$ cat src/hdl/fas_pkg.sv
`timescale 1ns / 1ps
`default_nettype none
// ----------------------------------------------------------------------------
// fas_pkg
// Shared types, widths and a helper function of the frame animation sequencer.
// ----------------------------------------------------------------------------
package fas_pkg;

  localparam int MaxFrames  = 64;
  localparam int CellBits   = 12;
  localparam int TimeBits   = 16;
  localparam int SlotW      = $clog2(MaxFrames);
  localparam int AccW       = TimeBits + 1;
  localparam int OpW        = 2;
  localparam int SlotFieldW = 6;
  localparam int FcW        = 7;
  localparam int CfgIdxW    = 2;
  localparam int CfgDataW   = 7;

  typedef enum logic [OpW-1:0] {
    OpTick  = 2'd0,
    OpWrite = 2'd1,
    OpPlay  = 2'd2,
    OpStop  = 2'd3
  } op_e;

  localparam logic [CfgIdxW-1:0] CfgIdxLoop    = 2'd0;
  localparam logic [CfgIdxW-1:0] CfgIdxReverse = 2'd1;
  localparam logic [CfgIdxW-1:0] CfgIdxFrames  = 2'd2;

  typedef struct packed {
    logic           loop_en;
    logic           reverse;
    logic [FcW-1:0] frame_count;
  } cfg_t;

  typedef struct packed {
    logic [CellBits-1:0] cell_idx;
    logic [TimeBits-1:0] delay;
  } frame_entry_t;

  typedef struct packed {
    logic             en;
    logic [SlotW-1:0] addr;
    frame_entry_t     data;
  } mem_wr_t;

  typedef struct packed {
    logic [SlotFieldW-1:0] slot;
    logic [CellBits-1:0]   cell_idx;
    logic                  running;
  } res_t;

  // last slot in use, frame count clamped to 1..MaxFrames
  function automatic logic [SlotW-1:0] last_slot(input logic [FcW-1:0] fc);
    logic [SlotW-1:0] r;
    if (fc == '0) begin
      r = '0;
    end else if (32'(fc) > MaxFrames) begin
      r = SlotW'(MaxFrames - 1);
    end else begin
      r = SlotW'(fc - FcW'(1));
    end
    return r;
  endfunction

endpackage
`default_nettype wire

$ cat src/hdl/fas_frame_mem.sv
`timescale 1ns / 1ps
`default_nettype none
// ----------------------------------------------------------------------------
// fas_frame_mem
// Frame table: one write port, one registered read port.
// ----------------------------------------------------------------------------
module fas_frame_mem (
  input  wire logic                        clk_i,
  input  wire fas_pkg::mem_wr_t            wr_i,
  input  wire logic [fas_pkg::SlotW-1:0]   raddr_i,
  output      fas_pkg::frame_entry_t       rdata_o
);
  import fas_pkg::*;

  frame_entry_t mem [MaxFrames];
  frame_entry_t rdata_q;

  always_ff @(posedge clk_i) begin
    if (wr_i.en) begin
      mem[wr_i.addr] <= wr_i.data;
    end
    rdata_q <= mem[raddr_i];
  end

  assign rdata_o = rdata_q;

endmodule
`default_nettype wire

$ cat src/hdl/fas_ctrl.sv
`timescale 1ns / 1ps
`default_nettype none
// ----------------------------------------------------------------------------
// fas_ctrl
// Sequencer with a shared accumulate, compare and subtract unit that steps
// through frames one table read at a time.
// ----------------------------------------------------------------------------
module fas_ctrl (
  input  wire logic                           clk_i,
  input  wire logic                           rst_ni,
  input  wire logic                           in_valid_i,
  output      logic                           in_ready_o,
  input  wire logic [fas_pkg::OpW-1:0]        op_i,
  input  wire logic [fas_pkg::TimeBits-1:0]   elapsed_i,
  input  wire logic [fas_pkg::SlotFieldW-1:0] slot_i,
  input  wire logic [fas_pkg::CellBits-1:0]   entry_cell_i,
  input  wire logic [fas_pkg::TimeBits-1:0]   entry_delay_i,
  input  wire fas_pkg::cfg_t                  cfg_i,
  output      fas_pkg::mem_wr_t               mem_wr_o,
  output      logic [fas_pkg::SlotW-1:0]      mem_raddr_o,
  input  wire fas_pkg::frame_entry_t          mem_rdata_i,
  output      logic                           res_valid_o,
  input  wire logic                           res_ready_i,
  output      fas_pkg::res_t                  res_o
);
  import fas_pkg::*;

  localparam logic [2:0] StIdle  = 3'd0;
  localparam logic [2:0] StFetch = 3'd1;
  localparam logic [2:0] StCmp   = 3'd2;
  localparam logic [2:0] StRead  = 3'd3;
  localparam logic [2:0] StOut   = 3'd4;

  logic [2:0]      state_q, state_d;
  logic [SlotW-1:0] pos_q, pos_d;
  logic [AccW-1:0]  acc_q, acc_d;
  logic             play_q, play_d;
  logic [SlotW-1:0] last;
  logic [AccW-1:0]  dly;

  assign last = last_slot(cfg_i.frame_count);
  assign dly  = (mem_rdata_i.delay == '0) ? AccW'(1) : AccW'(mem_rdata_i.delay);

  always_comb begin
    state_d       = state_q;
    pos_d         = pos_q;
    acc_d         = acc_q;
    play_d        = play_q;
    mem_wr_o.en   = 1'b0;
    mem_wr_o.addr = SlotW'(slot_i);
    mem_wr_o.data = '{cell_idx: entry_cell_i, delay: entry_delay_i};
    unique case (state_q)
      StIdle: begin
        if (in_valid_i) begin
          state_d = StRead;
          unique case (op_e'(op_i))
            OpTick: begin
              if (play_q) begin
                pos_d   = (pos_q > last) ? last : pos_q;
                acc_d   = acc_q + AccW'(elapsed_i);
                state_d = StFetch;
              end
            end
            OpWrite: begin
              mem_wr_o.en = (32'(slot_i) < MaxFrames);
            end
            OpPlay: begin
              play_d = 1'b1;
              pos_d  = cfg_i.reverse ? last : '0;
            end
            OpStop: begin
              play_d = 1'b0;
              acc_d  = '0;
            end
          endcase
        end
      end
      StFetch: state_d = StCmp;
      StCmp: begin
        if (acc_q >= dly) begin
          acc_d   = acc_q - dly;
          state_d = StFetch;
          if (cfg_i.reverse) begin
            if (pos_q == '0) begin
              if (cfg_i.loop_en) begin
                pos_d = last;
              end else begin
                play_d  = 1'b0;
                acc_d   = '0;
                state_d = StRead;
              end
            end else begin
              pos_d = pos_q - SlotW'(1);
            end
          end else begin
            if (pos_q >= last) begin
              if (cfg_i.loop_en) begin
                pos_d = '0;
              end else begin
                pos_d   = last;
                play_d  = 1'b0;
                acc_d   = '0;
                state_d = StRead;
              end
            end else begin
              pos_d = pos_q + SlotW'(1);
            end
          end
        end else begin
          state_d = StRead;
        end
      end
      StRead: state_d = StOut;
      StOut: begin
        if (res_ready_i) begin
          state_d = StIdle;
        end
      end
      default: state_d = StIdle;
    endcase
  end

  always_ff @(posedge clk_i or negedge rst_ni) begin
    if (!rst_ni) begin
      state_q <= StIdle;
      pos_q   <= '0;
      acc_q   <= '0;
      play_q  <= 1'b0;
    end else begin
      state_q <= state_d;
      pos_q   <= pos_d;
      acc_q   <= acc_d;
      play_q  <= play_d;
    end
  end

  assign in_ready_o   = (state_q == StIdle);
  assign res_valid_o  = (state_q == StOut);
  assign mem_raddr_o  = pos_q;
  assign res_o.slot     = SlotFieldW'(pos_q);
  assign res_o.cell_idx = mem_rdata_i.cell_idx;
  assign res_o.running  = play_q;

endmodule
`default_nettype wire

$ cat src/hdl/frame_animation_sequencer_unit.sv
`timescale 1ns / 1ps
`default_nettype none
// ----------------------------------------------------------------------------
// frame_animation_sequencer_unit
// Sprite frame animation timer with a loadable frame table.
// ----------------------------------------------------------------------------
// usage:
//   input channel (in_valid_i / in_ready_o) takes one request: tick, write
//   frame entry, play or stop. every request gives exactly one response on
//   the output channel (out_valid_o / out_ready_i): current slot, its cell
//   index and the running flag.
//   config channel (cfg_valid_i / cfg_ready_o) is always ready; index 0 is
//   loop enable, 1 reverse mode, 2 frame count. write it only while idle.
//   steps: write, play, stop and an idle tick go through the read and the
//   output state into the output register. a running tick first adds a
//   fetch and a compare state per compare, each one frame table read plus
//   one compare and subtract in the shared accumulator unit: k frames
//   advanced take k + 1 compares, or k when the last advance ends playback.
//   in_ready_o is low from accept until the response is loaded into the
//   output register; the next request is taken while that response waits.
//   a stalled receiver holds the response and blocks the next one.
//   reset: loop on, forward, one frame, slot 0, stopped, accumulator clear.
//   the frame table is not cleared; read slots only after writing them.
// ----------------------------------------------------------------------------
module frame_animation_sequencer_unit (
  input  wire logic                           clk_i,
  input  wire logic                           rst_ni,
  input  wire logic                           in_valid_i,
  output      logic                           in_ready_o,
  input  wire logic [fas_pkg::OpW-1:0]        op_i,
  input  wire logic [fas_pkg::TimeBits-1:0]   elapsed_i,
  input  wire logic [fas_pkg::SlotFieldW-1:0] slot_i,
  input  wire logic [fas_pkg::CellBits-1:0]   entry_cell_i,
  input  wire logic [fas_pkg::TimeBits-1:0]   entry_delay_i,
  output      logic                           out_valid_o,
  input  wire logic                           out_ready_i,
  output      logic [fas_pkg::SlotFieldW-1:0] current_slot_o,
  output      logic [fas_pkg::CellBits-1:0]   current_cell_o,
  output      logic                           running_o,
  input  wire logic                           cfg_valid_i,
  output      logic                           cfg_ready_o,
  input  wire logic [fas_pkg::CfgIdxW-1:0]    cfg_index_i,
  input  wire logic [fas_pkg::CfgDataW-1:0]   cfg_data_i
);
  import fas_pkg::*;

  cfg_t         cfg_q;
  mem_wr_t      mem_wr;
  logic [SlotW-1:0] mem_raddr;
  frame_entry_t mem_rdata;
  logic         res_valid;
  logic         res_ready;
  res_t         res;
  logic         out_valid_q;
  res_t         out_q;

  // config registers
  always_ff @(posedge clk_i or negedge rst_ni) begin
    if (!rst_ni) begin
      cfg_q.loop_en     <= 1'b1;
      cfg_q.reverse     <= 1'b0;
      cfg_q.frame_count <= FcW'(1);
    end else if (cfg_valid_i) begin
      unique case (cfg_index_i)
        CfgIdxLoop:    cfg_q.loop_en     <= cfg_data_i[0];
        CfgIdxReverse: cfg_q.reverse     <= cfg_data_i[0];
        CfgIdxFrames:  cfg_q.frame_count <= FcW'(cfg_data_i);
        default: ;
      endcase
    end
  end

  assign cfg_ready_o = 1'b1;

  fas_frame_mem u_mem (
    .clk_i   (clk_i),
    .wr_i    (mem_wr),
    .raddr_i (mem_raddr),
    .rdata_o (mem_rdata)
  );

  fas_ctrl u_ctrl (
    .clk_i         (clk_i),
    .rst_ni        (rst_ni),
    .in_valid_i    (in_valid_i),
    .in_ready_o    (in_ready_o),
    .op_i          (op_i),
    .elapsed_i     (elapsed_i),
    .slot_i        (slot_i),
    .entry_cell_i  (entry_cell_i),
    .entry_delay_i (entry_delay_i),
    .cfg_i         (cfg_q),
    .mem_wr_o      (mem_wr),
    .mem_raddr_o   (mem_raddr),
    .mem_rdata_i   (mem_rdata),
    .res_valid_o   (res_valid),
    .res_ready_i   (res_ready),
    .res_o         (res)
  );

  // output register
  assign res_ready = !out_valid_q || out_ready_i;

  always_ff @(posedge clk_i or negedge rst_ni) begin
    if (!rst_ni) begin
      out_valid_q <= 1'b0;
    end else if (res_ready) begin
      out_valid_q <= res_valid;
    end
  end

  always_ff @(posedge clk_i) begin
    if (res_ready && res_valid) begin
      out_q <= res;
    end
  end

  assign out_valid_o    = out_valid_q;
  assign current_slot_o = out_q.slot;
  assign current_cell_o = out_q.cell_idx;
  assign running_o      = out_q.running;

endmodule
`default_nettype wire

$ cat config.mk
export PLATFORM = sky130hd
export DESIGN_NAME = frame_animation_sequencer_unit
export DESIGN_NICKNAME = d
export VERILOG_FILES = /design/src/hdl/fas_pkg.sv /design/src/hdl/fas_frame_mem.sv /design/src/hdl/fas_ctrl.sv /design/src/hdl/frame_animation_sequencer_unit.sv
export SDC_FILE = /design/constraint.sdc
export NUM_CORES = 2
export LEC_CHECK = 0
export BUFFER_PORTS_ARGS = -buffer_cell sky130_fd_sc_hd__buf_2
export CAP_MARGIN = 10
export CORE_ASPECT_RATIO = 1.1
export CORE_MARGIN = 10
export CORE_UTILIZATION = 55
export DETAILED_ROUTE_END_ITERATION = 6
export PLACE_DENSITY_LB_ADDON = 0.15
export SLEW_MARGIN = 10
export SYNTH_ARGS = -nofsm -noshare
export SYNTH_HDL_FRONTEND = slang
export SYNTH_SLANG_ARGS = --single-unit
export TNS_END_PERCENT = 5
$ cat constraint.sdc
create_clock -name clk_i -period 6.8 [get_ports clk_i]
set_clock_uncertainty 0.05 [all_clocks]
set_input_delay 0.68 -clock clk_i [delete_from_list [all_inputs] [get_ports clk_i]]
set_output_delay 0.68 -clock clk_i [all_outputs]
set_load 0.01 [all_outputs]
* Word-level counts from Yosys, hierarchy flattened *
Memory sizes are Yosys's and may differ from the RTL's. A register that Yosys moved wholly into a read port is not among the register bits.
Index checks and enable logic that the tools add are counted.

operators by class
  $add $sub $neg = 5
  order comparisons = 4
  equal/unequal tests = 20
  mux-type cells = 47
  reductions and logical operators = 17

operators with widths
  cell                                                    number
  two-way mux 17 bit                                      7
  two-way mux 6 bit                                       12
  case mux 17 bit (2 select lines)                        2
  case mux 6 bit (2 select lines)                         2
  two-way mux 3 bit                                       6
  adder 17 x 16 -> 17 bit                                 1
  >= comparator 17 bit                                    1
  subtractor 17 bit                                       1
  logical NOT 16 bit                                      1
  two-way mux 16 bit                                      1
  case mux 3 bit (5 select lines)                         1
  inequality test 3 x 2 -> 1 bit (second input constant)  4
  subtractor 6 x 1 -> 6 bit (second input constant)       2
  two-way mux 1 bit                                       11
  inequality test 3 x 1 -> 1 bit (second input constant)  3
  AND reduction 2 bit                                     4
  > comparator 7 bit (second input constant)              1
  logical NOT 7 bit                                       1
  AND reduction 7 bit                                     1
  adder 6 x 1 -> 6 bit (second input constant)            1
  equality test 2 bit (second input constant)             3
  equality test 3 x 2 -> 1 bit (second input constant)    2
  >= comparator 6 bit                                     1
  > comparator 6 bit                                      1
  17 further kinds                                        23

word-level totals
  register bits after elaboration = 56
  bits in writable memories = 1,792
  input port bits = 66
  output and inout bits = 22
  logic and storage cells = 105
  memories = 1

memories
  memory     words  width  rd ports  clocked after Yosys merged registers in  write ports  RTL line             source
  u_mem.mem  64     28     1         1                                        1            fas_frame_mem.sv:15  frame_entry_t mem [MaxFrames];

* Depth between registers and ports, before layout *
  word-level depth = 9
  gate-level depth with buffers = 16
  mapped depth without buffers = 15

* Modules after synthesis *
A second synthesis with hierarchy kept.

unflattened totals
  cell total of the unflattened synthesis = 3,647
  area total of the unflattened synthesis = 74,233.7 sq um

modules (own cells, without submodules)
  module                          times used  cells each  area an instance (sq um)  seq. area each (sq um)
  fas_frame_mem                   1           3,105       69,188.9                  54,372.1
  fas_ctrl                        1           496         4,055.1                   675.6
  frame_animation_sequencer_unit  1           46          989.7                     823.3

* Least setup slack after synthesis *
No wires, ideal clock.

  path kind = register to register
  start = register cfg_q[0] in the netlist's numbering
  end = register u_ctrl.acc_q[11]
  library setup time = 83 ps
  arrival time = 3,210 ps
  data required time = 6,667 ps
  setup slack = 3,458 ps
  stages on the path, launching flop included = 16
  path buffers = 1
  clock period less this slack = 3,342 ps
  cell sequence = dfstp_2 inv_1 ha_1 nand2b_1 nor4_2 nand2_1 nand2_1 o21ai_0 ha_1 nand2b_1 a21o_1 a2111oi_2 buf_2 a21oi_1 o32a_1 o21ai_0

between the ends
  cells in the longest elaborated chain, start to end = 8
  elaborated cells between the ends (all ways) = 10
  classes of those cells = 1 x add/sub; 2 x order compare; 6 x mux; 1 x reduce/logical

ends and longest elaborated chain
  what                                                                    RTL line                              source
  start: declaration                                                      frame_animation_sequencer_unit.sv:47  cfg_t cfg_q;
  subtractor 6 x 1 -> 6 bit / > comparator 7 bit (equally long branches)  fas_pkg.sv:62, fas_pkg.sv:59
  two-way mux 6 bit                                                       fas_pkg.sv:59                         end else if (32'(fc) > MaxFrames) begin
  two-way mux 6 bit (*)                                                   fas_pkg.sv:57                         if (fc == '0) begin
  >= comparator 6 bit (*)                                                 fas_ctrl.sv:96                        if (pos_q >= last) begin
  two-way mux 17 bit (*)                                                  fas_ctrl.sv:96
  two-way mux 17 bit (*)                                                  fas_ctrl.sv:83                        if (cfg_i.reverse) begin
  two-way mux 17 bit (*)                                                  fas_ctrl.sv:80                        if (acc_q >= dly) begin
  case mux 17 bit (2 select lines) (*)                                    fas_ctrl.sv:52                        unique case (state_q)
  end signal: assignment                                                  fas_ctrl.sv:127                       acc_q <= '0;
  end signal: assignment                                                  fas_ctrl.sv:132                       acc_q <= acc_d;
  end: declaration                                                        fas_ctrl.sv:36                        logic [AccW-1:0] acc_q, acc_d;

Mark *: on every way between the ends. The rest lies on a longest branch, timed or not. The select of a mux whose other input is x is not followed.
A chain may end at the register's enable or synchronous reset.

* Worst setup path in the final report *
  start = register u_ctrl.state_q[2]
  end = memory u_mem.mem[55][18] in the netlist's numbering, enable pin

between the ends
  cells in the longest elaborated chain, start to end = 4

ends and longest elaborated chain
  what                                     RTL line             source
  start: declaration                       fas_ctrl.sv:34       logic [2:0] state_q, state_d;
  start signal: assignment                 fas_ctrl.sv:125      state_q <= StIdle;
  start signal: assignment                 fas_ctrl.sv:130      state_q <= state_d;
  logical NOT 3 bit                        fas_ctrl.sv:52
  two-way mux 1 bit                        fas_ctrl.sv:52
  two-way mux 1 bit                        fas_frame_mem.sv:19  if (wr_i.en) begin
  two-way mux 1 bit (implied by the code)  fas_frame_mem.sv:20  mem[wr_i.addr] <= wr_i.data;
  end: declaration                         fas_frame_mem.sv:15

No other way between the ends.

==> run summary <==
via count: 34,600
vias in the first global route: 35,800
Post-CTS Resized: 0
number of synthesized flops with an enable pin: 1,811
most frequent cells in the layout: edfxtp_1, mux4_2, clkbuf_16
worst setup path class: reg2reg
status: finished clean
FP Rows: 140
Syn Inst Count: 3,155
Hold WC Path Type: in2reg
ratio of cells with drive above 1 in the final layout: 31.7%
post-route ant nets: 0
clock latency on the worst-skew pair: 830 ps
clock sink total: 1,876
Max Fclk: 240 MHz
Core Util, Final: 62.3%
syn_nets: 3,269
initial core utilization: 55.3%
Power Density: 397 nW/µm²
CTS tree: yes
Setup TNS Final: 0 ps
most used flip-flop cell after synthesis: edfxtp_1
TritonCTS Buffers: 181
GRT overflow: 0
CP max FO: 28
average cell area after synthesis: 23.2 µm²
# IOs: 88
Nets: 3,476
WL final: 177 mm
Via density: 6.54
H-tree depth: 4
FF+latch count, synth: 1,876
antenna violations before repair: 19
worst slew margin relative to its limit: 16.0%
Bufs on Longest Clock Path: 3
First DRT Iteration DRCs: 4,222
Core Footprint: 132,000 µm²
Die Area: 148,000 µm²
max_cap viols: 0
HPWL Detailed: 98.6 mm
largest net degree at the start of global routing: 148
drt drc: 0
Peak supply drop: 0.405 mV
IO buf count: 86
Setup violations, final: 0
Placer Congestion: 0.902
Synth cell types: 69
clock-pin slew on the worst setup and hold paths: 70 ps
Pins Over Slew Limit: 0
Hold Slack: 50.0 ps
Pleak: 0.0259 µW
overall routing resource usage: 24.1%
Crit. End Element: flip-flop
placed cell count: 4,946
first-pass GRT wire length: 258 mm
area delta synth->final: 12.7%
CP required: 7160 ps
Post-synth ARST share: 1.97%
Die Wd: 368 µm
critical path startpoint category: flip-flop
drt first pass iters: 5
Worst-Margin Slew: 1260 ps
wire per inst: 33.5 µm
final hold vios: 0
RSZ-0062 raised after global routing: no
Non-Filler Instances: 5,293
Root Driver: clkbuf_16
post-synthesis sequential area ratio: 76.4%
final instance area: 82,400 µm²
most common cell after layout, fill and taps aside: edfxtp_1
placed cell area: 76,500 µm²
leading area contributor after synthesis: edfxtp_1
top cells by area, synth: edfxtp_1, mux4_2, dfrtp_1
Yosys warning count: 0
Data arrival, critical path: 4520 ps
final period utilization: 61.2%
post-route minimum period: 4160 ps
chip height: 403 µm
area share of the largest cell type after synthesis: 74.3%
mapped cell area: 73,200 µm²
worst paths after layout:
check	start	endpoint	slack (ps)	cells past startpoint
min in group asynchronous	rst_ni	u_ctrl.acc_q[5]$_DFFE_PN0P_	470	2
setup reg to reg	u_ctrl.state_q[2]$_DFFE_PN0P_	u_mem.mem[55][18]$_DFFE_PP_	2640	5
hold reg to reg	u_mem.rdata_o[17]$_DFF_P_	current_cell_o[1]$_DFFE_PP_	440	0
setup / recovery	u_ctrl.state_q[2]$_DFFE_PN0P_	u_mem.mem[55][18]$_DFFE_PP_	2640	5
hold / removal	cfg_data_i[6]	cfg_q[6]$_DFFE_PN0P_	50	2
max in group asynchronous	rst_ni	u_ctrl.mem_raddr_o[0]$_DFFE_PN0P_	5560	2
what timing repair did:
item,4_1_cts,5_1_grt
hold endpoints to repair,40,0
hold buffers,6,0
buffers inserted,0,0
report_power, final:
| group | internal [µW] | switching [µW] | leakage, µW |
|---|---|---|---|
| Combinational | 4580 | 4870 | 0.00609 |
| Sequential | 12900 | 502 | 0.0170 |
| Clock | 5520 | 4360 | 0.00285 |
Yosys cell counts, drive strengths merged (8+ instances only):
| library cell | instances |
|---|---|
| mux4 | 588 |
| a21o | 14 |
| o21ai | 39 |
| edfxtp | 1811 |
| ha | 46 |
| clkbuf | 71 |
| buf | 81 |
| nor3 | 13 |
| nand2 | 54 |
| mux2 | 14 |
| dfxtp | 28 |
| a211oi | 8 |
| or3 | 8 |
| o21a | 8 |
| nor2 | 106 |
| a21oi | 37 |
| inv | 36 |
| nand3 | 9 |
| xor2 | 11 |
| xnor2 | 17 |
| a22oi | 13 |
| dfrtp | 35 |
cell type report:
| cell class | count | area, µm² |
|---|---|---|
| diodes | 3 | 7.51 |
| clock buffers | 220 | 4720 |
| clock inverters | 116 | 1160 |
| fillers | 8747 | 49800 |
| inverters | 36 | 135 |
| multi-input cells | 1091 | 17000 |
| flip-flops and latches | 1876 | 55900 |
| well taps | 1775 | 2220 |
| repair buffers | 176 | 1310 |
routing by layer:
layer	wire length, µm	up-vias	global-route usage (%)
li1	-	13900	-
met3	14600	307	4.81
met4	4590	18	6.80
met5	120	-	0
met1	69200	18700	33.3
met2	88600	1646	39.3
metrics by stage:
stage / setup WS (ps) / power, µW
floorplan: 3460 / 20100
CTS: 2700 / 33000
global route: 2480 / 34000
detailed placement: 2750 / 23200
finish: 2640 / 32800
global placement: 2890 / 23000
worst max-delay path, stage by stage (launching register included):
cell,delay (ps)
dfrtp_1,470
nor3_1,510
nand3_1,430
nor2_1,340
nand3_1,730
nor2_4,1180
cells by family after synthesis:
family / Yosys count / synth area share, %
flops: 1876 / 76.4
fa+ha+maj: 48 / 0.841
xor+xnor: 28 / 0.335
other cells: 1 / 0.00512
simple gates: 239 / 1.51
compound gates: 173 / 1.59
mux: 602 / 18.3
buf+inv: 188 / 1.05
sequential cells by signal, summed over array words and instances (netlist names):
register,count
u_mem.mem,1792
u_mem.rdata_o,28
u_ctrl.acc_q,17
current_cell_o,12
cfg_q,9
current_slot_o,6
u_ctrl.mem_raddr_o,6
u_ctrl.state_q,3
out_valid_o,1
running_o,1
u_ctrl.play_q,1
Note: power is estimated with default switching activity, not from simulation.
